--- src/rtl/core/tanc_pkg.sv ---
// shared types, constants and helper functions of the temporal aa neighborhood clamp
`timescale 1ns / 1ps
`default_nettype none

package tanc_pkg;

    localparam int MAX_WIDTH_DEF = 2048;

    // configuration register widths and port layout
    localparam int FW_W       = 12;
    localparam int FH_W       = 13;
    localparam int HW_W       = 9;
    localparam int CFG_DATA_W = 13;
    localparam int CFG_ADDR_W = 2;

    localparam logic [CFG_ADDR_W-1:0] CFG_FRAME_WIDTH    = 2'd0;
    localparam logic [CFG_ADDR_W-1:0] CFG_FRAME_HEIGHT   = 2'd1;
    localparam logic [CFG_ADDR_W-1:0] CFG_HISTORY_WEIGHT = 2'd2;

    localparam logic [FW_W-1:0] FW_RESET = 12'd1024;
    localparam logic [FH_W-1:0] FH_RESET = 13'd768;
    localparam logic [HW_W-1:0] HW_RESET = 9'd230;

    // frame limits
    localparam int W_MIN  = 3;
    localparam int H_MIN  = 3;
    localparam int H_MAX  = 4096;
    localparam int W_FULL = 256;
    localparam int ROW_W  = 13;

    // result queue
    localparam int FIFO_DEPTH = 8;
    localparam int FIFO_CNT_W = 4;

    typedef struct packed {
        logic [7:0] blue;
        logic [7:0] green;
        logic [7:0] red;
    } rgb_t;

    typedef struct packed {
        rgb_t lo;
        rgb_t hi;
    } box_t;

    // one line-store entry: last line, the line before, history of last line
    typedef struct packed {
        rgb_t line_a;
        rgb_t line_b;
        rgb_t hist;
    } mem_word_t;

    // per-item control handed from the counters to the window stage
    typedef struct packed {
        logic valid;
        logic upd;
        logic emit0;
        logic emit1;
        logic first1;
        logic fe;
        logic drain;
        logic top_a;
    } s1_ctl_t;

    // snapshot of one center pixel on its way to the blend
    typedef struct packed {
        logic valid;
        logic fe;
        rgb_t centre;
        rgb_t hist;
        box_t box0;
        box_t box1;
        box_t box2;
    } s2_item_t;

    typedef struct packed {
        logic fe;
        rgb_t pix;
    } result_t;

    function automatic rgb_t rgb_min(input rgb_t x, input rgb_t y);
        rgb_t m;
        m.red   = (x.red   < y.red)   ? x.red   : y.red;
        m.green = (x.green < y.green) ? x.green : y.green;
        m.blue  = (x.blue  < y.blue)  ? x.blue  : y.blue;
        return m;
    endfunction

    function automatic rgb_t rgb_max(input rgb_t x, input rgb_t y);
        rgb_t m;
        m.red   = (x.red   > y.red)   ? x.red   : y.red;
        m.green = (x.green > y.green) ? x.green : y.green;
        m.blue  = (x.blue  > y.blue)  ? x.blue  : y.blue;
        return m;
    endfunction

    function automatic logic [7:0] chan_clamp(input logic [7:0] v, input logic [7:0] lo,
                                              input logic [7:0] hi);
        logic [7:0] r;
        if (v < lo)
        begin
            r = lo;
        end
        else if (v > hi)
        begin
            r = hi;
        end
        else
        begin
            r = v;
        end
        return r;
    endfunction

endpackage

`default_nettype wire

--- src/rtl/core/tanc_window.sv ---
// 3x3 window kept as per-column min/max boxes, line store write-back and center snapshot
`timescale 1ns / 1ps
`default_nettype none

module tanc_window
    import tanc_pkg::*;
(
    input  logic      clk,
    input  logic      rst_n,
    input  s1_ctl_t   s1_ctl,
    input  rgb_t      s1_cur,
    input  rgb_t      s1_hist,
    input  mem_word_t rd_data,
    output logic      wr_en,
    output mem_word_t wr_data,
    output s2_item_t  s2
);

    rgb_t     pix_a, pix_b, pix_cur, pix_top;
    box_t     new_box;
    box_t     col_old_reg, col_new_reg;
    rgb_t     mid_reg, hold_reg;
    logic     early, full;
    s2_item_t s2_reg, s2_next;

    always_comb
    begin
        pix_a   = rd_data.line_a;
        pix_b   = rd_data.line_b;
        // drain lines repeat the bottom line, the first two lines repeat the top
        pix_cur = s1_ctl.drain ? pix_a : s1_cur;
        pix_top = s1_ctl.top_a ? pix_a : pix_b;

        new_box.lo = rgb_min(rgb_min(pix_top, pix_a), pix_cur);
        new_box.hi = rgb_max(rgb_max(pix_top, pix_a), pix_cur);

        wr_data.line_a = pix_cur;
        wr_data.line_b = pix_a;
        wr_data.hist   = s1_hist;
    end

    assign wr_en = s1_ctl.valid && s1_ctl.upd;
    assign early = s1_ctl.emit1 && s1_ctl.first1;
    assign full  = s1_ctl.emit1 && !s1_ctl.first1;

    // left edge uses two columns, right edge (line start) uses the stored two
    always_comb
    begin
        s2_next.valid  = s1_ctl.valid && (s1_ctl.emit0 || s1_ctl.emit1);
        s2_next.fe     = s1_ctl.fe;
        s2_next.centre = mid_reg;
        s2_next.hist   = hold_reg;
        s2_next.box0   = early ? col_new_reg : col_old_reg;
        s2_next.box1   = early ? new_box : col_new_reg;
        s2_next.box2   = full ? new_box : s2_next.box1;
    end

    always_ff @(posedge clk or negedge rst_n)
    begin
        if (!rst_n)
        begin
            col_old_reg <= '0;
            col_new_reg <= '0;
            mid_reg     <= '0;
            hold_reg    <= '0;
            s2_reg      <= '0;
        end
        else
        begin
            if (wr_en)
            begin
                col_old_reg <= col_new_reg;
                col_new_reg <= new_box;
                mid_reg     <= pix_a;
                hold_reg    <= rd_data.hist;
            end
            s2_reg <= s2_next;
        end
    end

    assign s2 = s2_reg;

endmodule

`default_nettype wire

--- config.mk ---
export PLATFORM = sky130hd
export DESIGN_NAME = tanc_window
export DESIGN_NICKNAME = d
export VERILOG_FILES = /design/src/rtl/core/tanc_pkg.sv /design/src/rtl/core/tanc_window.sv
export SDC_FILE = /design/constraint.sdc
export NUM_CORES = 1
export LEC_CHECK = 0
export BUFFER_PORTS_ARGS = -buffer_cell sky130_fd_sc_hd__buf_2
export CAP_MARGIN = 20
export CORE_ASPECT_RATIO = 0.5
export CORE_UTILIZATION = 45
export CTS_CLUSTER_DIAMETER = 30
export DETAILED_ROUTE_END_ITERATION = 10
export PLACE_DENSITY = 0.7
export RECOVER_POWER = 25
export SETUP_SLACK_MARGIN = 0.2
export SYNTH_ARGS = -nofsm -noshare
export SYNTH_HDL_FRONTEND = slang
export SYNTH_SLANG_ARGS = --single-unit
--- constraint.sdc ---
create_clock -name clk -period 1.3 [get_ports clk]
set_input_delay 0.065 -clock clk [delete_from_list [all_inputs] [get_ports clk]]
set_output_delay 0.065 -clock clk [all_outputs]
set_load 0.05 [all_outputs]
==> qor.txt <==
========================================================================================
WL per Instance                                                                  21.7 um
Setup TNS Final                                                               -290260 ps
Final setup margin                                                              -2170 ps
Number of search-and-repair iterations in the first detailed-routing pass              8
Number of synthesized flops with an enable pin                                         0
Outcome                                                                     finished with violations
Leading cell types in the layout, fill and taps excluded                    439 x sky130_fd_sc_hd__nand2_1, 338 x sky130_fd_sc_hd__dfrtp_1, 249 x sky130_fd_sc_hd__buf_6, 242 x sky130_fd_sc_hd__buf_4, 130 x sky130_fd_sc_hd__buf_2
Average cell area after synthesis                                               10.0 um2
TritonCTS clock tree                                                               built
Post-layout minimum cycle time                                                   3470 ps
Tot GR Track Use                                                                   28.8%
Top post-synthesis cells by area                                            sky130_fd_sc_hd__dfrtp_1 55%, sky130_fd_sc_hd__nand2_1 11%, sky130_fd_sc_hd__mux2_2 6.3%
Net Switching                                                                   0.0178 W
Rel. slew slack                                                                    21.5%
Maximum number of pins on one net before global-route repair                         103
Register bit total from synthesis                                                    338
Worst hold stages                                                                      4
H-tree depth                                                                           2
Number of buffer cells added on primary ports                                        348
Die span in y                                                                     133 um
Synth top area share                                                               54.7%
Simple-gate share of the synthesized area                                          14.4%
Count of final hold-check violations                                                   0
Via total after detailed routing                                                   14600
Final #Nets                                                                         2372
Kind of capture point of the worst setup path                                       flop
Ratio of cells with drive above 1 in the final layout                              49.4%
Stage delay of the slowest cell on the critical path                              380 ps
Actual transition at the worst max-transition pin                                1180 ps
Kind of critical path                                                          in -> reg
Kind of start point of the critical path                                      input port
Part of the total power dissipated in the clock network                            28.0%
Critical Path, Cell by Cell                                                 buf_12 > buf_12 > buf_12 > mux2_4 > ha_4 > nor2b_4 > o211ai_1 > a21oi_2 > buf_6 > o21a_4 > nor2_1 > nor2_1 > ha_1 > a21oi_1 > o211ai_1 > nand2_4 > buf_12 > nand2_1 > o31a_1 > a21oi_1
Cell internal power dissipation                                                 0.0281 W
Number of library cell types mapped by synthesis                                      53
Global-route congestion overflow total                                                 0
Crit path top cell by count                                                 sky130_fd_sc_hd__buf_12
Gate power share                                                                   40.7%
RSZ-0062 raised after global routing                                                 yes
Number of warnings reported in the yosys synthesis log                                 0
Wire length of the first global-routing pass                                     78.6 mm
Clock skew after layout                                                          16.2 ps
Sequential fraction of design power                                                31.3%
Max reg flops                                                                        194
Total number of cells along the worst setup path                                      20
Slowest cell on the critical path                                           sky130_fd_sc_hd__o211ai_1
Reported max-cap violation count                                                       0
Residual DRC count                                                                     0
Initial Util                                                                       46.3%
Worst Path Arrival                                                               3900 ps
Clock-pin slew on the worst setup and hold paths                                   60 ps
Final estimated routing congestion in global placement                             0.995
Type of the worst min-delay path                                               in -> reg
Skew-Pair Late Insertion Delay                                                    550 ps
Achievable clock frequency                                                       288 MHz
Most common cell after layout, fill and taps aside                          sky130_fd_sc_hd__nand2_1
Area delta synth->final                                                            62.2%
Fillcell total                                                                      1887
Critical Path Fanout Max                                                               7
Critical path buffer and inverter count                                                5
Worst reg-to-reg path cell count                                                       2
Number of global-route vias before repair                                          14500
Vias per inst                                                                       5.51
Share of cell area taken by muxes after synthesis                                  10.5%
Dominant combinational cell family by area after synthesis                  simple AND/OR/NAND/NOR gates
Syn nets                                                                            1739
Synth Area in Compound Gates                                                       9.17%
Cell class contributing the biggest share of worst-path delay               compound AO/OA/AOI/OAI gates
Die area                                                                      0.0351 mm2
Worst EP required                                                                1730 ps
Post-Synth XOR/XNOR Area                                                              0%
Part of the cycle the worst path needs                                              267%
Leak                                                                             12.4 nW
Detailed placement HPWL                                                          33.9 mm
Share of flip-flops with an asynchronous set or reset after synthesis               100%
Failing checks                                                              setup timing
Maximum buffer depth of the clock tree                                                 3
Cell type contributing the most total cell area after synthesis             sky130_fd_sc_hd__dfrtp_1
Most frequently used flop master after synthesis                            sky130_fd_sc_hd__dfrtp_1
Count of final max-slew check failures                                                 0
Switching part of the total                                                        38.8%
Number of rows in the core area                                                       47
Antenna Violating Nets Remaining                                                       0
Final routed wirelength across all metal layers                                  57.6 mm
Adder-cell share of the synthesized area                                           5.59%
Width of the die                                                                  264 um
Antenna violations before repair                                                       4
Post-Syn Instances                                                                  1540
Register area share after synthesis                                                54.7%
Final number of setup-violating endpoints                                            144
Power Total                                                                     0.0459 W
Number of I/O pins                                                                   397
Mapped Area                                                                   0.0155 mm2
Clock sink count                                                                     338
CORE AREA                                                                     0.0334 mm2
Peak supply drop                                                                0.970 mV
Pwr/cell area                                                                1830 mW/mm2
Buffer type at the clock tree root                                          sky130_fd_sc_hd__clkbuf_16
Total clock buffers created by CTS                                                    44
Starting DRT DRC Count                                                              1238
========================================================================================
## layer usage
layer	global-route usage, %	part of all wire (%)
met5	0	0
met4	14.7	7.1
met3	5.16	7.1
met2	49.2	49
met1	35.1	37
## power groups by stage
stage	clock [W]	combinational, W	sequential (W)
2_1_floorplan	0	0.00485	0.0184
3_3_place_gp	0	0.0137	0.0141
3_5_place_dp	0	0.0138	0.0141
4_1_cts	0.0129	0.0167	0.0142
5_1_grt	0.0135	0.0194	0.0146
6_report	0.0129	0.0187	0.0144
## worst register-to-register path, stage by stage, from the launching register on
cell and delay [ps]:
sky130_fd_sc_hd__dfrtp_1 440, sky130_fd_sc_hd__nor2_1 290, sky130_fd_sc_hd__a21oi_4 50
## cell type report
| cell class | count | area (um2) | share of cell area [%] |
|---|---|---|---|
| flip-flops and latches | 338 | 8460 | 33.8 |
| inverters | 62 | 244 | 0.974 |
| repair buffers | 703 | 6420 | 25.6 |
| clock inverters | 29 | 380 | 1.52 |
| well taps | 441 | 552 | 2.20 |
| multi-input cells | 1024 | 7790 | 31.1 |
| clock buffers | 52 | 1200 | 4.80 |
| diodes | 5 | 12.5 | 0.0499 |
## worst paths after layout
path | start | slack (ps) | endpoint
max | s1_ctl[0] | -2170 | s2[65]$_DFF_PN0_
min | rd_data[57] | 20 | mid_reg[9]$_DFFE_PN0P_
max reg2reg | col_new_reg[23]$_DFFE_PN0P_ | 410 | col_new_reg[23]$_DFFE_PN0P_
min reg2reg | mid_reg[6]$_DFFE_PN0P_ | 370 | s2[174]$_DFF_PN0_
max in group asynchronous | rst_n | 20 | s2[76]$_DFF_PN0_
min in group asynchronous | rst_n | 310 | col_new_reg[19]$_DFFE_PN0P_
## kinds of logic after synthesis
| family | count (synthesis) |
|---|---|
| and+or+nand+nor | 566 |
| DFF | 338 |
| AOI/OAI and AO/OA | 242 |
| buffers and inverters | 178 |
| muxes | 147 |
| adders and majority gates | 69 |
## metrics by stage
| step | cell area [um2] | worst slack, ps | hold WS, ps | utilization, % | cells |
|---|---|---|---|---|---|
| after floorplan | 15900 | -2320 | -231 | - | 1540 |
| after global placement | 19500 | -2630 | -12.1 | 58.5 | 2447 |
| after detailed placement | 19500 | -2670 | -10.4 | 58.5 | 2447 |
| after CTS | 23900 | -1860 | 1.74 | 71.6 | 2630 |
| after global routing | 25100 | -2230 | 20.0 | 75.0 | 2653 |
| final | 25100 | -2170 | 18.9 | 75.0 | 2654 |
## synthesized netlist by cell type (all sizes together) (3+ instances only)
| library cell | instances |
|---|---|
| o31a | 7 |
| nor2 | 85 |
| o21ai | 120 |
| nor2b | 5 |
| inv | 62 |
| nand2b | 4 |
| o211ai | 3 |
| mux2 | 95 |
| a21oi | 82 |
| buf | 59 |
| clkbuf | 57 |
| o31ai | 3 |
| nand2 | 448 |
| mux2i | 52 |
| ha | 69 |
| dfrtp | 338 |
| nand3 | 5 |
| a21o | 9 |
| a211oi | 3 |
| nand4 | 9 |
## timing repair
action	CTS	global route
cloned	2	0
resized for setup	524	329
endpoints found under the setup margin	361	360
hold endpoints to repair	373	0
setup buffers	63	19
hold buffers	37	0
pin swaps	86	58
No activity file was read; power rests on OpenSTA's default activity.
