[src/rtl/core/tanc_pkg.sv]
// shared types, constants and helper functions of the temporal aa neighborhood clamp
`timescale 1ns / 1ps
`default_nettype none

package tanc_pkg;

    localparam int MAX_WIDTH_DEF = 2048;

    // configuration register widths and port layout
    localparam int FW_W       = 12;
    localparam int FH_W       = 13;
    localparam int HW_W       = 9;
    localparam int CFG_DATA_W = 13;
    localparam int CFG_ADDR_W = 2;

    localparam logic [CFG_ADDR_W-1:0] CFG_FRAME_WIDTH    = 2'd0;
    localparam logic [CFG_ADDR_W-1:0] CFG_FRAME_HEIGHT   = 2'd1;
    localparam logic [CFG_ADDR_W-1:0] CFG_HISTORY_WEIGHT = 2'd2;

    localparam logic [FW_W-1:0] FW_RESET = 12'd1024;
    localparam logic [FH_W-1:0] FH_RESET = 13'd768;
    localparam logic [HW_W-1:0] HW_RESET = 9'd230;

    // frame limits
    localparam int W_MIN  = 3;
    localparam int H_MIN  = 3;
    localparam int H_MAX  = 4096;
    localparam int W_FULL = 256;
    localparam int ROW_W  = 13;

    // result queue
    localparam int FIFO_DEPTH = 8;
    localparam int FIFO_CNT_W = 4;

    typedef struct packed {
        logic [7:0] blue;
        logic [7:0] green;
        logic [7:0] red;
    } rgb_t;

    typedef struct packed {
        rgb_t lo;
        rgb_t hi;
    } box_t;

    // one line-store entry: last line, the line before, history of last line
    typedef struct packed {
        rgb_t line_a;
        rgb_t line_b;
        rgb_t hist;
    } mem_word_t;

    // per-item control handed from the counters to the window stage
    typedef struct packed {
        logic valid;
        logic upd;
        logic emit0;
        logic emit1;
        logic first1;
        logic fe;
        logic drain;
        logic top_a;
    } s1_ctl_t;

    // snapshot of one center pixel on its way to the blend
    typedef struct packed {
        logic valid;
        logic fe;
        rgb_t centre;
        rgb_t hist;
        box_t box0;
        box_t box1;
        box_t box2;
    } s2_item_t;

    typedef struct packed {
        logic fe;
        rgb_t pix;
    } result_t;

    function automatic rgb_t rgb_min(input rgb_t x, input rgb_t y);
        rgb_t m;
        m.red   = (x.red   < y.red)   ? x.red   : y.red;
        m.green = (x.green < y.green) ? x.green : y.green;
        m.blue  = (x.blue  < y.blue)  ? x.blue  : y.blue;
        return m;
    endfunction

    function automatic rgb_t rgb_max(input rgb_t x, input rgb_t y);
        rgb_t m;
        m.red   = (x.red   > y.red)   ? x.red   : y.red;
        m.green = (x.green > y.green) ? x.green : y.green;
        m.blue  = (x.blue  > y.blue)  ? x.blue  : y.blue;
        return m;
    endfunction

    function automatic logic [7:0] chan_clamp(input logic [7:0] v, input logic [7:0] lo,
                                              input logic [7:0] hi);
        logic [7:0] r;
        if (v < lo)
        begin
            r = lo;
        end
        else if (v > hi)
        begin
            r = hi;
        end
        else
        begin
            r = v;
        end
        return r;
    endfunction

endpackage

`default_nettype wire

[src/rtl/core/tanc_blend.sv]
// history clamp to the neighborhood box and weighted blend with the center pixel
`timescale 1ns / 1ps
`default_nettype none

module tanc_blend
    import tanc_pkg::*;
(
    input  logic            clk,
    input  logic            rst_n,
    input  s2_item_t        s2,
    input  logic [HW_W-1:0] weight,
    output logic            push,
    output result_t         res
);

    rgb_t            lo_min, hi_max, h_clamp;
    logic [HW_W-1:0] w_eff;
    logic            s3_valid_reg;
    logic            s3_fe_reg;
    rgb_t            s3_centre_reg, s3_hist_reg;

    // cv*(256-w) + h*w + 128 rewritten as cv*256 + (h-cv)*w + 128
    function automatic logic [7:0] blend_chan(input logic [7:0] cv, input logic [7:0] hv,
                                              input logic [HW_W-1:0] w);
        logic signed [8:0]  diff;
        logic signed [9:0]  wsg;
        logic signed [18:0] prod;
        logic [19:0]        sum;
        diff = $signed({1'b0, hv}) - $signed({1'b0, cv});
        wsg  = $signed({1'b0, w});
        prod = diff * wsg;
        sum  = {4'b0000, cv, 8'h00} + {prod[18], prod} + 20'd128;
        return sum[15:8];
    endfunction

    always_comb
    begin
        lo_min = rgb_min(rgb_min(s2.box0.lo, s2.box1.lo), s2.box2.lo);
        hi_max = rgb_max(rgb_max(s2.box0.hi, s2.box1.hi), s2.box2.hi);
        h_clamp.red   = chan_clamp(s2.hist.red,   lo_min.red,   hi_max.red);
        h_clamp.green = chan_clamp(s2.hist.green, lo_min.green, hi_max.green);
        h_clamp.blue  = chan_clamp(s2.hist.blue,  lo_min.blue,  hi_max.blue);
    end

    assign w_eff = (weight > HW_W'(W_FULL)) ? HW_W'(W_FULL) : weight;

    always_ff @(posedge clk or negedge rst_n)
    begin
        if (!rst_n)
        begin
            s3_valid_reg <= 1'b0;
        end
        else
        begin
            s3_valid_reg <= s2.valid;
        end
    end

    always_ff @(posedge clk)
    begin
        s3_fe_reg     <= s2.fe;
        s3_centre_reg <= s2.centre;
        s3_hist_reg   <= h_clamp;
    end

    always_comb
    begin
        res.fe        = s3_fe_reg;
        res.pix.red   = blend_chan(s3_centre_reg.red,   s3_hist_reg.red,   w_eff);
        res.pix.green = blend_chan(s3_centre_reg.green, s3_hist_reg.green, w_eff);
        res.pix.blue  = blend_chan(s3_centre_reg.blue,  s3_hist_reg.blue,  w_eff);
    end

    assign push = s3_valid_reg;

endmodule

`default_nettype wire

[config.mk]
export PLATFORM = sky130hd
export DESIGN_NAME = tanc_blend
export DESIGN_NICKNAME = d
export VERILOG_FILES = /design/src/rtl/core/tanc_pkg.sv /design/src/rtl/core/tanc_blend.sv
export SDC_FILE = /design/constraint.sdc
export NUM_CORES = 1
export LEC_CHECK = 0
export BUFFER_PORTS_ARGS = -buffer_cell sky130_fd_sc_hd__buf_2
export CORE_UTILIZATION = 50
export DETAILED_ROUTE_END_ITERATION = 8
export GPL_ROUTABILITY_DRIVEN = 0
export PLACE_DENSITY = 0.78
export SLEW_MARGIN = 20
export SYNTH_ARGS = -nofsm -noshare
export SYNTH_HDL_FRONTEND = slang
export SYNTH_SLANG_ARGS = --single-unit
[constraint.sdc]
create_clock -name clk -period 7.2 [get_ports clk]
set_clock_uncertainty 0.1 [all_clocks]
set_input_delay 0.72 -clock clk [delete_from_list [all_inputs] [get_ports clk]]
set_output_delay 0.72 -clock clk [all_outputs]
set_load 0.01 [all_outputs]
==> flow_summary.toml, run 1 <==
[clock_tree]
htree_levels = 2
cts_tree = "built"
clkTransAtPathRegs_ns = 0.07
numCtsBuffers = 5
cts-root-buf = "clkbuf_16"
clk_path_buf_depth = 2
cts_hold_buffers = 0
clkSinkCount = 50

[synth]
synth-simple-area-share_pct = 14.9
yosysUniqueCellTypes = 65
synthXorXnorAreaFrac_pct = 3.90
syn_inst = 1741
synth.area.mux_share_pct = 7.83
netlist_area_sq_mm = 0.0145
ys_warn_count = 0
syn_nets = 2375
async_flop_share_pct = 2.00
seq_area_frac_synth_pct = 6.92
synth_top_area_cell = "fa_1"
synth_seq_cells = 50
synth_flop_cell = "dfxtp_1"
synth-compound-area-share_pct = 9.55
syn_area_per_cell_sq_um = 8.35
synth_edf_count = 0
synthTopCellsByArea = "fa_1 (24%), ha_1 (22%), inv_1 (10%)"
synth_fa_ha_area_share_pct = 45.9
synth_top_family_by_area = "adder cells"
yosysTopAreaCellShare_pct = 24.0

[place]
placedCellCount = 2449
placed_area_sq_mm = 0.0170
portBuffers = 230
detailed_place_hpwl_um = 32100

[cells_and_area]
drive_gt1_share_pct = 25.2
fill_cells = 2342
areaGrowthSynthToFinish_pct = 22.8
fin_nets = 2732
final_cell_mix = "inv_1 (387), ha_1 (245), buf_2 (228), fa_1 (170), buf_4 (146)"
finalNonFillerCells = 2484
final_common_cell = "inv_1"
design_area_sq_mm = 0.0179

[worst_setup_path]
cpPeakStageDelay_ns = 0.57
start_kind = "flop"
cpMostUsedCell = "fa_1"
worstPathArrival_ns = 6.59
cp_max_fo = 3
critPathCaptureType = "primary output"
required_ns = 6.38
slowest_stage = "fa_1"
path_class = "reg2out"

[grt]
gr-total-overflow = 0
first_global_vias = 13600
grt_max_degree = 23
grt_usage_pct = 24.9
grt_pass1_wl_um = 61100
antenna_found_initial = 1

[floorplan]
io_pins = 231
die-width_um = 173
num_rows = 62
core_region_area_sq_mm = 0.0286
die-height_um = 173
start_util_pct = 50.8
die_area_sq_mm = 0.0298

[timing]
rsz0062_at_grt = "true"
hold_viol = 0
fin_crit_sh_pct = 103
report.final.slew_viol_count = 0
max_freq_mhz = 135
hold_ws_ns = 0.0748
fin_ws_ns = -0.210
period_needed_ns = 7.41
setup_violations = 8
worstMarginPinSlew_ns = 0.906
tns_ns = -0.784
slew_headroom_pct = 39.6

[detailed_routing]
drtAntennaViolNets = 0
vias_per_cell = 5.23
drc = 0
drtPass1Iterations = 8
first_iter_violations = 580
wl_um = 37300
wl_per_cell_um = 15.0
vias = 13000

[flow_run]
maxCapViolCount = 0

[worst_hold_path]
hp-class = "in2async"

[outcome]
outcome = "complete, but fails checks"
violations = "setup timing"
Yosys cell counts, types with 4 or more instances:
master	n
a21o_1	34
o21a_1	8
a31oi_1	4
o22ai_1	8
nor3_1	19
nand4_1	18
mux2_2	30
o21ai_0	43
mux2i_1	80
dfxtp_1	49
xnor2_1	43
a211oi_1	6
and4b_1	4
nor2_1	140
nand2b_1	55
inv_1	394
o211ai_1	5
a21boi_0	4
ha_1	255
or3_1	5
o21bai_1	5
fa_1	174
and2_1	18
o31a_1	4
nand3_1	20
a21oi_1	50
nor2b_1	22
nand2_1	136
or2_2	8
xor2_1	14
o2111ai_1	4
o21ai_1	4
clkbuf_1	25
kinds of logic (layout without fill, tap and decap cells):
logic type,Yosys count,count (layout)
adder cells (fa/ha/maj),429,429
buffers and inverters,425,783
XOR/XNOR,60,60
multiplexers,110,110
AND/OR/NAND/NOR,457,457
flip-flops,50,50
AO/OA/AOI/OAI,210,210
other,0,1
path summary, 6_finish.rpt:
path	start	to	slack, ns	cells after the start
min in group clk	s2[184]	s3_centre_reg[16]	0.41	1
max in group asynchronous	rst_n	push	6.84	1
setup / recovery	s3_hist_reg[16]	res[23]	-0.21	26
hold / removal	rst_n	push	0.07	1
layer usage:
layer | vias to the layer above | share of wire, % | GRT usage (%)
li1 | 6312 | - | -
met1 | 6156 | 39 | 28.7
met2 | 436 | 51 | 45.5
met3 | 91 | 5.9 | 4.05
met4 | 0 | 3.6 | 10.2
met5 | - | 0 | 0
cell type report:
type                       count  area [sq um]  area share (%)
multi-input combinational   1266         12400            69.4
timing repair buffer         380          2300            12.9
inverter                     395          1480            8.30
sequential                    50          1020            5.71
tap                          384           480            2.69
clock buffer                   6           139           0.778
clock inverter                 2          38.8           0.217
antenna                        1          2.50          0.0140
timing repair:
item	4_1_cts	5_1_grt
endpoints found under the setup margin	14	16
gates resized for setup	66	53
setup buffers	13	13
pin swaps	38	40
worst max-delay path: cells and delay by family, from the launching register on:
kind	cells	cell delay (ns)
buffers and inverters	4	0.34
DFF	1	0.32
and+or+nand+nor	3	0.27
AOI/OAI and AO/OA	10	1.91
xor gates and xnor gates	1	0.29
adders and majority gates	8	3.13
metrics by stage:
step	util, %	setup WS, ns
after floorplan	-	-0.0205
after global placement	59.3	-0.356
after detailed placement	59.3	-0.417
after CTS	61.2	-0.286
after global routing	62.4	-0.539
final	62.4	-0.210
Power of run 1 is left out: the tool's default activity adds up to more than one toggle a clock period on the data nets, which glitch-free logic cannot reach.
==> run 2, diff against run 1 <==
Settings changed: CORE_UTILIZATION 50 to 34, CTS_CLUSTER_DIAMETER from default to 60, PLACE_DENSITY 0.78 to 0.57.
==> flow_summary.toml, run 2 (synthesized netlist as in run 1, its figures left out) <==
[cells_and_area]
fin_nets = 2761
final_cell_mix = "inv_1 (385), ha_1 (243), buf_2 (226), buf_4 (172), fa_1 (168)"
areaGrowthSynthToFinish_pct = 26.1
fill_cells = 4223
final_common_cell = "inv_1"
drive_gt1_share_pct = 26.5
design_area_sq_mm = 0.0183
finalNonFillerCells = 2672
final_util_pct = 43.6

[clock_tree]
htree_levels = 2
clkSinkCount = 50
clk_path_buf_depth = 2
cts_tree = "built"
cts-root-buf = "clkbuf_16"
numCtsBuffers = 5
clkTransAtPathRegs_ns = 0.07

[timing]
worstMarginPinSlew_ns = 1.06
report.final.slew_viol_count = 0
fin_crit_sh_pct = 104
rsz0062_at_grt = "true"
period_needed_ns = 7.46
fin_ws_ns = -0.257
max_freq_mhz = 134
setup_violations = 8
hold_viol = 0
slew_headroom_pct = 29.6
tns_ns = -1.10

[flow_run]
maxCapViolCount = 0

[place]
detailed_place_hpwl_um = 33900
placed_area_sq_mm = 0.0173
portBuffers = 230
placedCellCount = 2622

[grt]
met3_usage_pct = 2.24
gr-total-overflow = 0
grtUsageMet1_pct = 23.2
grt_usage_pct = 18.1
grt_use_met2_pct = 32.5
grt_max_degree = 17
grt_pass1_wl_um = 63800
first_global_vias = 13300
antenna_found_initial = 7
top_usage_layer = "met2"

[worst_setup_path]
worstPathArrival_ns = 6.64
start_kind = "flop"
path_class = "reg2out"
critPathCaptureType = "primary output"
cp_max_fo = 5
required_ns = 6.38

[worst_hold_path]
hp-class = "in2async"

[detailed_routing]
wl_per_cell_um = 14.4
vias_per_cell = 4.75
first_iter_violations = 434
wl_um = 38500
drtPass1Iterations = 5
drc = 0
drtAntennaViolNets = 0
vias = 12700

[floorplan]
die_area_sq_mm = 0.0436
die-width_um = 209
die-height_um = 209
num_rows = 75
core_region_area_sq_mm = 0.0420
io_pins = 231
start_util_pct = 34.6

[outcome]
violations = "setup timing"
outcome = "complete, but fails checks"
==> run 2: changes by cell type in the layout (fill, tap and decap cells not counted), sizes merged <==
cell    previous run  this run
buf              380       409
diode              1         5
bufinv             1         0
clkinv             0         1
==> run 2: critical path, stage by stage (launching register included) <==
cell	delay, ns
dfxtp_2	0.32
inv_2	0.07
ha_4	0.12
fa_2	0.20
nor2b_2	0.05
o21ai_2	0.15
a21boi_2	0.08
o21a_1	0.21
o41a_1	0.46
buf_4	0.17
nor2_1	0.14
fa_1	0.45
fa_1	0.55
fa_1	0.53
fa_1	0.55
inv_1	0.05
fa_1	0.52
inv_1	0.04
ha_1	0.29
a21boi_2	0.17
o21a_1	0.20
o21ai_2	0.19
a21boi_4	0.11
o41ai_2	0.24
xnor3_1	0.30
buf_2	0.16
==> run 2: area by class of cell <==
| class | instances | area [sq um] | area share (%) |
|---|---|---|---|
| flip-flops and latches | 50 | 1020 | 5.57 |
| well taps | 539 | 674 | 3.68 |
| repair buffers | 409 | 2550 | 13.9 |
| inverters | 395 | 1480 | 8.09 |
| diodes | 5 | 12.5 | 0.0683 |
| clock buffers | 6 | 129 | 0.703 |
| clock inverters | 2 | 13.8 | 0.0751 |
| multi-input cells | 1266 | 12400 | 67.9 |
==> run 2: metal layers <==
| metal | share of wire, % | wire length (um) |
|---|---|---|
| met5 | 0.057 | 22 |
| met4 | 1.3 | 514 |
| met3 | 3.7 | 1440 |
| met2 | 50 | 19400 |
| met1 | 44 | 17100 |
==> run 2: path summary, 6_finish.rpt <==
| kind | start | endpoint | slack, ns | cells past startpoint |
|---|---|---|---|---|
| max | s3_hist_reg[16] | res[23] | -0.26 | 25 |
| max in group asynchronous | rst_n | push | 6.85 | 1 |
| min | rst_n | push | 0.07 | 1 |
| min in group clk | s2[168] | s3_centre_reg[0] | 0.40 | 1 |
==> run 2: metrics by stage <==
step | worst slack [ns] | hold WS, ns
after floorplan | -0.0205 | 0.324
after CTS | -0.316 | 0.0580
after global routing | -0.525 | 0.0537
after detailed placement | -0.539 | 0.403
final | -0.257 | 0.0650
after global placement | -0.420 | 0.403
==> run 2: timing repair <==
| item | 4_1_cts | 5_1_grt |
|---|---|---|
| buffers inserted | 30 | 11 |
| endpoints found under the setup margin | 16 | 17 |
| pin swaps | 24 | 38 |
| hold buffers | 0 | 0 |
| gates resized for setup | 67 | 70 |
Power of run 2 is left out for the same reason.
