==> config.mk <==
export PLATFORM = sky130hd
export DESIGN_NAME = tanc_out_fifo
export DESIGN_NICKNAME = d
export VERILOG_FILES = /design/src/rtl/core/tanc_pkg.sv /design/src/rtl/core/tanc_out_fifo.sv
export SDC_FILE = /design/constraint.sdc
export NUM_CORES = 1
export LEC_CHECK = 0
export BUFFER_PORTS_ARGS = -buffer_cell sky130_fd_sc_hd__buf_4
export CAP_MARGIN = 20
export CORE_MARGIN = 2
export CORE_UTILIZATION = 30
export CTS_BUF_LIST = sky130_fd_sc_hd__clkbuf_4 sky130_fd_sc_hd__clkbuf_8 sky130_fd_sc_hd__clkbuf_16
export DETAILED_ROUTE_END_ITERATION = 10
export GPL_TIMING_DRIVEN = 0
export HOLD_SLACK_MARGIN = 0.1
export PLACE_DENSITY = 0.48
export SYNTH_ARGS = -nofsm -noshare
export SYNTH_HDL_FRONTEND = slang
export SYNTH_SLANG_ARGS = --single-unit
==> constraint.sdc <==
create_clock -name clk -period 3.1 [get_ports clk]
set_clock_uncertainty 0.2 [all_clocks]
set_input_delay 0.465 -clock clk [delete_from_list [all_inputs] [get_ports clk]]
set_output_delay 0.465 -clock clk [all_outputs]
set_load 0.01 [all_outputs]
==> src/rtl/core/tanc_pkg.sv <==
// shared types, constants and helper functions of the temporal aa neighborhood clamp
`timescale 1ns / 1ps
`default_nettype none

package tanc_pkg;

    localparam int MAX_WIDTH_DEF = 2048;

    // configuration register widths and port layout
    localparam int FW_W       = 12;
    localparam int FH_W       = 13;
    localparam int HW_W       = 9;
    localparam int CFG_DATA_W = 13;
    localparam int CFG_ADDR_W = 2;

    localparam logic [CFG_ADDR_W-1:0] CFG_FRAME_WIDTH    = 2'd0;
    localparam logic [CFG_ADDR_W-1:0] CFG_FRAME_HEIGHT   = 2'd1;
    localparam logic [CFG_ADDR_W-1:0] CFG_HISTORY_WEIGHT = 2'd2;

    localparam logic [FW_W-1:0] FW_RESET = 12'd1024;
    localparam logic [FH_W-1:0] FH_RESET = 13'd768;
    localparam logic [HW_W-1:0] HW_RESET = 9'd230;

    // frame limits
    localparam int W_MIN  = 3;
    localparam int H_MIN  = 3;
    localparam int H_MAX  = 4096;
    localparam int W_FULL = 256;
    localparam int ROW_W  = 13;

    // result queue
    localparam int FIFO_DEPTH = 8;
    localparam int FIFO_CNT_W = 4;

    typedef struct packed {
        logic [7:0] blue;
        logic [7:0] green;
        logic [7:0] red;
    } rgb_t;

    typedef struct packed {
        rgb_t lo;
        rgb_t hi;
    } box_t;

    // one line-store entry: last line, the line before, history of last line
    typedef struct packed {
        rgb_t line_a;
        rgb_t line_b;
        rgb_t hist;
    } mem_word_t;

    // per-item control handed from the counters to the window stage
    typedef struct packed {
        logic valid;
        logic upd;
        logic emit0;
        logic emit1;
        logic first1;
        logic fe;
        logic drain;
        logic top_a;
    } s1_ctl_t;

    // snapshot of one center pixel on its way to the blend
    typedef struct packed {
        logic valid;
        logic fe;
        rgb_t centre;
        rgb_t hist;
        box_t box0;
        box_t box1;
        box_t box2;
    } s2_item_t;

    typedef struct packed {
        logic fe;
        rgb_t pix;
    } result_t;

    function automatic rgb_t rgb_min(input rgb_t x, input rgb_t y);
        rgb_t m;
        m.red   = (x.red   < y.red)   ? x.red   : y.red;
        m.green = (x.green < y.green) ? x.green : y.green;
        m.blue  = (x.blue  < y.blue)  ? x.blue  : y.blue;
        return m;
    endfunction

    function automatic rgb_t rgb_max(input rgb_t x, input rgb_t y);
        rgb_t m;
        m.red   = (x.red   > y.red)   ? x.red   : y.red;
        m.green = (x.green > y.green) ? x.green : y.green;
        m.blue  = (x.blue  > y.blue)  ? x.blue  : y.blue;
        return m;
    endfunction

    function automatic logic [7:0] chan_clamp(input logic [7:0] v, input logic [7:0] lo,
                                              input logic [7:0] hi);
        logic [7:0] r;
        if (v < lo)
        begin
            r = lo;
        end
        else if (v > hi)
        begin
            r = hi;
        end
        else
        begin
            r = v;
        end
        return r;
    endfunction

endpackage

`default_nettype wire

==> src/rtl/core/tanc_out_fifo.sv <==
// small result queue in front of the output channel
`timescale 1ns / 1ps
`default_nettype none

module tanc_out_fifo
    import tanc_pkg::*;
(
    input  logic                  clk,
    input  logic                  rst_n,
    input  logic                  push,
    input  result_t               push_data,
    output logic                  out_valid,
    input  logic                  out_ready,
    output result_t               out_data,
    output logic [FIFO_CNT_W-1:0] count
);

    localparam int PW = $clog2(FIFO_DEPTH);

    result_t               fifo_mem [0:FIFO_DEPTH-1];
    logic [PW-1:0]         wr_ptr_reg, rd_ptr_reg;
    logic [FIFO_CNT_W-1:0] count_reg, count_next;
    logic                  pop;

    assign out_valid = (count_reg != '0);
    assign pop       = out_valid && out_ready;
    assign out_data  = fifo_mem[rd_ptr_reg];

    always_comb
    begin
        count_next = count_reg;
        if (push && !pop)
        begin
            count_next = count_reg + FIFO_CNT_W'(1);
        end
        else if (pop && !push)
        begin
            count_next = count_reg - FIFO_CNT_W'(1);
        end
    end

    always_ff @(posedge clk)
    begin
        if (push)
        begin
            fifo_mem[wr_ptr_reg] <= push_data;
        end
    end

    always_ff @(posedge clk or negedge rst_n)
    begin
        if (!rst_n)
        begin
            wr_ptr_reg <= '0;
            rd_ptr_reg <= '0;
            count_reg  <= '0;
        end
        else
        begin
            if (push)
            begin
                wr_ptr_reg <= wr_ptr_reg + PW'(1);
            end
            if (pop)
            begin
                rd_ptr_reg <= rd_ptr_reg + PW'(1);
            end
            count_reg <= count_next;
        end
    end

    assign count = count_reg;

endmodule

`default_nettype wire

==> results_tabular.tex, run 1 <==
\begin{tabular}{lr}
\hline
Metric & Value \\
\hline
\multicolumn{2}{l}{\textbf{Power and ir drop}} \\
Peak VDD IR & 0.340 mV \\
Cell leakage power & 3.60 nW \\
Power Dens Cells & 902 nW/um\^{}2 \\
\multicolumn{2}{l}{\textbf{Layout}} \\
Most frequent standard cell in the layout excluding fill and tap cells & sky130\_fd\_sc\_hd\_\_edfxtp\_1 \\
Final core occ & 0.387 \\
Area growth from synthesis to layout & 26.1\% \\
Most used cells in the layout excluding fill and tap cells & sky130\_fd\_sc\_hd\_\_edfxtp\_1 (200), sky130\_fd\_sc\_hd\_\_buf\_4 (58), sky130\_fd\_sc\_hd\_\_mux4\_1 (49), sky130\_fd\_sc\_hd\_\_mux2\_2 (28), sky130\_fd\_sc\_hd\_\_dlygate4sd3\_1 (28) \\
Number of antenna cells inserted & 0 \\
Fin cells & 855 \\
Share of cells above drive strength 1 & 0.323 \\
Max FFs per register & 200 \\
Net count, final & 507 \\
\multicolumn{2}{l}{\textbf{Drt}} \\
Remaining design rule violation count & 0 \\
Final WL & 17.3 mm \\
Routed Antenna Nets & 0 \\
Violation count after the first detailed-routing iteration & 188 \\
Length of the first detailed-routing pass in iterations & 4 \\
Wirelength per Cell & 20.2 um \\
Vias post-DR & 3882 \\
Routed vias/inst & 4.54 \\
\multicolumn{2}{l}{\textbf{Global routing}} \\
Antenna violations before repair & 0 \\
GR Overflow Total & 0 \\
Busiest metal layer after global routing & met2 \\
Met1 usage in global routing & 0.151 \\
GR Util All Layers & 0.123 \\
Largest net degree at the start of global routing & 18 \\
Met3 track utilization from global routing & 0.0228 \\
Number of global-route vias before repair & 4248 \\
Global-route wire length before repair & 25.8 mm \\
Met2 track utilization from global routing & 0.223 \\
\multicolumn{2}{l}{\textbf{Synthesis}} \\
Number of storage elements in the synthesis netlist & 210 \\
Average cell area after synthesis & 23.8 sq um \\
Count of flip-flops with a built-in enable after synthesis & 200 \\
Async S/R FF share, synth & 0.0476 \\
Sequential-to-total area share from yosys stat & 0.753 \\
Synthesized instance count & 349 \\
Ys flop type & sky130\_fd\_sc\_hd\_\_edfxtp\_1 \\
Net Count, Synth & 384 \\
Synthesized area & 8300 sq um \\
Distinct cell type count after synthesis & 28 \\
Total of warnings raised by yosys & 0 \\
\multicolumn{2}{l}{\textbf{Floorplan}} \\
Num rows & 60 \\
Effective utilization at floorplan & 0.306 \\
Top-Level Pins & 59 \\
Chip height & 170 um \\
Area of the placeable core & 27100 sq um \\
Width of the die & 170 um \\
Die Outline Area & 29000 sq um \\
\multicolumn{2}{l}{\textbf{Timing}} \\
Count of final hold-check violations & 0 \\
Max Fclk & 0.334 GHz \\
Unrepaired setup endpoints after global routing & true \\
Post-route minimum period & 3000 ps \\
Worst slack on hold paths & 140 ps \\
Worst-margin pin slew & 773 ps \\
Number of setup violations in the final report & 0 \\
Slew Limit Fails & 0 \\
Normalized max-slew margin & 0.482 \\
Portion of the clock cycle consumed by the worst path in the final layout & 0.967 \\
\multicolumn{2}{l}{\textbf{Placed design}} \\
Placed insts & 791 \\
Detailed Place HPWL & 10.8 mm \\
Count of input and output buffers & 58 \\
Last weighted congestion value of the routability-driven placer & 0.692 \\
\multicolumn{2}{l}{\textbf{Critical path}} \\
Maximum single-stage delay on the critical path & 380 ps \\
Path type of the worst setup path & reg -> out \\
Buf/Inv on CP & 3 \\
Kind of start point of the critical path & register \\
Category of the worst setup path capture point & primary output \\
Slowest cell on crit path & sky130\_fd\_sc\_hd\_\_buf\_2 \\
R2r setup slk & 160 ps \\
Series of cell instances along the critical path & clkbuf\_1 -> buf\_2 -> mux4\_1 -> mux2\_2 -> buf\_4 \\
Top fanout value on the critical path & 10 \\
Arrival time reported for the critical path endpoint & 2330 ps \\
Cell family with most CP delay & buffers and inverters \\
Required time of the critical path & 2430 ps \\
\multicolumn{2}{l}{\textbf{Clocking}} \\
Number of levels in the clock H-tree & 1 \\
Clock tree from TritonCTS & done \\
Post-CTS clock slew at the launch and capture registers of the worst setup and hold paths & 60 ps \\
Clock Latency Late Sink & 490 ps \\
Num Clock Sinks & 210 \\
Number of buffers added by the clock tree synthesis step & 23 \\
Root cell of the clock tree & sky130\_fd\_sc\_hd\_\_clkbuf\_16 \\
Post-CTS Repair Setup Buffers & 0 \\
Maximum number of buffers from clock root to sink & 3 \\
\multicolumn{2}{l}{\textbf{Status}} \\
Result of the run & finished, final reports clean \\
\multicolumn{2}{l}{\textbf{Min path}} \\
Worst hold path type & in -> async \\
\multicolumn{2}{l}{\textbf{Run}} \\
\# Max-Cap Violations & 0 \\
\hline
\end{tabular}
-- kinds of logic after synthesis --
group | Yosys count | share of synthesized area
mux | 79 | 0.197
xor+xnor | 6 | 0.00633
simple gates | 25 | 0.0152
flops | 210 | 0.753
fa+ha+maj | 6 | 0.00994
buf+inv | 17 | 0.0133
compound gates | 6 | 0.00497
-- through the flow --
stage / total power [mW] / TNS (ps) / area (sq um) / setup slack (ps)
final: 9.45 / 0 / 10500 / 104
after detailed placement: 7.01 / 0 / 9480 / 123
after CTS: 9.64 / 0 / 10500 / 6.54
after global routing: 9.94 / -27.1 / 10500 / -15.3
after floorplan: 5.61 / 0 / 8300 / 151
after global placement: 6.79 / -191600 / 9210 / -2060
-- routing by layer --
layer  wire length [um]  share of wire
met1               7280           0.42
met2               8980           0.52
met3                615          0.036
met4                380          0.022
met5                  0              0
-- repair_timing --
item,4_1_cts,5_1_grt
hold buffers,28,0
setup endpoints to repair,25,25
resized for setup,7,9
hold endpoints to repair,215,0
-- cells in the mapped netlist (2+ instances only) --
cell type / number / share of area
sky130_fd_sc_hd__o211ai_1: 2 / 0.0018
sky130_fd_sc_hd__mux2_2: 28 / 0.038
sky130_fd_sc_hd__dfrtp_1: 10 / 0.030
sky130_fd_sc_hd__clkbuf_1: 7 / 0.0032
sky130_fd_sc_hd__buf_1: 2 / 0.00090
sky130_fd_sc_hd__buf_6: 6 / 0.0081
sky130_fd_sc_hd__nand2_1: 6 / 0.0027
sky130_fd_sc_hd__nand3_1: 3 / 0.0018
sky130_fd_sc_hd__xnor2_1: 5 / 0.0053
sky130_fd_sc_hd__ha_1: 5 / 0.0075
sky130_fd_sc_hd__nand2b_1: 3 / 0.0023
sky130_fd_sc_hd__edfxtp_1: 200 / 0.72
sky130_fd_sc_hd__a21oi_1: 2 / 0.0012
sky130_fd_sc_hd__mux4_1: 49 / 0.16
sky130_fd_sc_hd__nor3_1: 3 / 0.0018
sky130_fd_sc_hd__nor2_1: 6 / 0.0027
-- worst paths after layout --
kind	from	end	cells past startpoint
setup / recovery	rd_ptr_reg[1]	out_data[18]	5
hold / removal	rst_n	count[2]	2
setup reg to reg	count[3]	count[3]	8
hold reg to reg	count[2]	count[2]	2
max in group asynchronous	rst_n	count[0]	2
min in group clk	count[2]	count[2]	2
-- where the power goes --
| group | total (mW) | switching (mW) | internal (mW) |
|---|---|---|---|
| logic | 3.18 | 1.55 | 1.63 |
| registers | 3.72 | 0.142 | 3.58 |
| clock network | 2.55 | 1.01 | 1.54 |
| total | 9.45 | 2.70 | 6.75 |
-- area by class of cell --
type,count,area (sq um)
plain buffers,16,124
flip-flops and latches,210,6260
fillers,2454,16600
inverters,1,3.75
clock buffers,27,606
multi-input cells,122,2000
clock inverters,9,91.3
well taps,372,465
repair buffers,98,933
No activity file was read; power rests on OpenSTA's default activity.
==> inputs of run 2 (changes only) <==
CELL_PAD_IN_SITES_DETAIL_PLACEMENT = 1   (was unset)
CELL_PAD_IN_SITES_GLOBAL_PLACEMENT = 2   (was unset)
PLACE_DENSITY = 0.57   (was 0.48)
RECOVER_POWER = 25   (was unset)
==> run 2 against run 1 <==
Effect of this change: die area is the same; first-iteration DRC count grew 4.8%; count of clock-buffer cells in the layout grew 3; maximum frequency shrank 0.52%; critical path type is now reg -> reg; critical endpoint is now count[3]; highest routed layer unchanged.
==> results_tabular.tex, run 2 (synthesis gave the netlist of run 1 again) <==
\begin{tabular}{lr}
\hline
Metric & Value \\
\hline
\multicolumn{2}{l}{\textbf{Placed design}} \\
Detailed Place HPWL & 11.1 mm \\
Count of input and output buffers & 58 \\
Placed insts & 791 \\
Last weighted congestion value of the routability-driven placer & 0.691 \\
\multicolumn{2}{l}{\textbf{Layout}} \\
Share of cells above drive strength 1 & 0.297 \\
Area growth from synthesis to layout & 26.9\% \\
Most frequent standard cell in the layout excluding fill and tap cells & sky130\_fd\_sc\_hd\_\_edfxtp\_1 \\
Max FFs per register & 200 \\
Final core occ & 0.389 \\
Number of fill cells in the layout & 2584 \\
Flip-flop and latch area & 6260 sq um \\
Number of antenna cells inserted & 0 \\
Fin cells & 860 \\
Multi-input gate area in the final layout & 2000 sq um \\
Net count, final & 507 \\
Most used cells in the layout excluding fill and tap cells & sky130\_fd\_sc\_hd\_\_edfxtp\_1 (200), sky130\_fd\_sc\_hd\_\_mux4\_1 (49), sky130\_fd\_sc\_hd\_\_buf\_4 (42), sky130\_fd\_sc\_hd\_\_mux2\_2 (28), sky130\_fd\_sc\_hd\_\_dlygate4sd3\_1 (28) \\
\multicolumn{2}{l}{\textbf{Drt}} \\
Wirelength per Cell & 20.4 um \\
Length of the first detailed-routing pass in iterations & 4 \\
Remaining design rule violation count & 0 \\
Routed Antenna Nets & 0 \\
Vias post-DR & 3885 \\
Routed vias/inst & 4.52 \\
Violation count after the first detailed-routing iteration & 197 \\
Final WL & 17.5 mm \\
\multicolumn{2}{l}{\textbf{Timing}} \\
Number of setup violations in the final report & 0 \\
Unrepaired setup endpoints after global routing & false \\
Count of final hold-check violations & 0 \\
Normalized max-slew margin & 0.468 \\
Worst-margin pin slew & 798 ps \\
Portion of the clock cycle consumed by the worst path in the final layout & 0.972 \\
Slew Limit Fails & 0 \\
Max Fclk & 0.332 GHz \\
Post-route minimum period & 3010 ps \\
\multicolumn{2}{l}{\textbf{Global routing}} \\
Antenna violations before repair & 0 \\
Global-route wire length before repair & 26.6 mm \\
GR Util All Layers & 0.125 \\
Number of global-route vias before repair & 4342 \\
Largest net degree at the start of global routing & 21 \\
GR Overflow Total & 0 \\
\multicolumn{2}{l}{\textbf{Critical path}} \\
Arrival time reported for the critical path endpoint & 3200 ps \\
Series of cell instances along the critical path & or4\_4 -> nand2\_1 -> ha\_2 -> inv\_1 -> ha\_2 -> or4\_1 -> o211ai\_1 -> o211ai\_1 \\
Kind of start point of the critical path & register \\
Category of the worst setup path capture point & register \\
Path type of the worst setup path & reg -> reg \\
Maximum single-stage delay on the critical path & 580 ps \\
Required time of the critical path & 3290 ps \\
Top fanout value on the critical path & 6 \\
Slowest cell on crit path & sky130\_fd\_sc\_hd\_\_or4\_4 \\
\multicolumn{2}{l}{\textbf{Power and ir drop}} \\
Cell leakage power & 3.58 nW \\
Total power & 9.81 mW \\
Peak VDD IR & 0.308 mV \\
Power Dens Cells & 931 nW/um\^{}2 \\
\multicolumn{2}{l}{\textbf{Floorplan}} \\
Die Outline Area & 29000 sq um \\
Num rows & 60 \\
Area of the placeable core & 27100 sq um \\
Chip height & 170 um \\
Effective utilization at floorplan & 0.306 \\
Width of the die & 170 um \\
Top-Level Pins & 59 \\
\multicolumn{2}{l}{\textbf{Clocking}} \\
Clock Latency Late Sink & 510 ps \\
Number of buffers added by the clock tree synthesis step & 24 \\
Number of levels in the clock H-tree & 1 \\
Maximum number of buffers from clock root to sink & 3 \\
Num Clock Sinks & 210 \\
Post-CTS Repair Setup Buffers & 0 \\
Clock tree from TritonCTS & done \\
Root cell of the clock tree & sky130\_fd\_sc\_hd\_\_clkbuf\_16 \\
Post-CTS clock slew at the launch and capture registers of the worst setup and hold paths & 60 ps \\
\multicolumn{2}{l}{\textbf{Status}} \\
Result of the run & finished, final reports clean \\
\multicolumn{2}{l}{\textbf{Run}} \\
\# Max-Cap Violations & 0 \\
\multicolumn{2}{l}{\textbf{Min path}} \\
Worst hold path type & in -> async \\
\hline
\end{tabular}
==> run 2: repair_timing <==
action	4_1_cts	5_1_grt
endpoints found under the hold margin	214	0
resized for setup	12	3
pin swaps	0	0
hold buffers	28	0
setup endpoints to repair	26	12
==> run 2: stage by stage <==
step / hold slack [ps] / setup TNS (ps) / area (sq um) / setup slack [ps]
after global placement: 109 / -180040 / 9210 / -1980
after CTS: 113 / 0 / 10600 / 6.22
after floorplan: -30.6 / 0 / 8300 / 151
after detailed placement: 109 / -3.58 / 9460 / -3.58
final: 271 / 0 / 10500 / 88.1
after global routing: 338 / 0 / 10500 / 9.27
==> run 2: path summary, 6_finish.rpt <==
| check | startpoint | endpoint | slack [ps] | depth (start not counted) |
|---|---|---|---|---|
| worst min register to register | wr_ptr_reg[1] | wr_ptr_reg[1] | 370 | 1 |
| max in group asynchronous | rst_n | rd_ptr_reg[0] | 2030 | 2 |
| worst min-delay path | rst_n | wr_ptr_reg[0] | 270 | 2 |
| worst max register to register | count[3] | count[3] | 90 | 8 |
| worst max-delay path | count[3] | count[3] | 90 | 8 |
| min in group clk | wr_ptr_reg[1] | wr_ptr_reg[1] | 370 | 1 |
==> run 2: where the power goes <==
group          internal (mW)  switching [mW]
clock                   1.85            1.07
sequential              3.58           0.165
combinational           1.62            1.52
==> run 2: layout make-up <==
class	instances	area share
Buffer	15	0.0122
Clock buffer	30	0.0629
Clock inverter	12	0.0158
Inverter	1	0.000356
Multi-Input combinational cell	122	0.190
Sequential cell	210	0.594
Tap cell	372	0.0442
Timing Repair Buffer	98	0.0814
==> run 2: layer usage <==
metal / global-route usage / vias up / part of all wire
met1: 0.156 / 2036 / 0.43
li1: - / 1759 / -
met5: 0 / - / 0
met3: 0.0209 / 24 / 0.033
met4: 0.0331 / 0 / 0.017
met2: 0.224 / 66 / 0.52
==> run 2: critical path, delay by kind of cell, from the launching register on <==
kind                     cells  cell delay, ps
AND/OR/NAND/NOR              3            1300
buffers and inverters        1             120
AO/OA/AOI/OAI                2             270
flip-flops                   1             430
adder cells (fa/ha/maj)      2             570
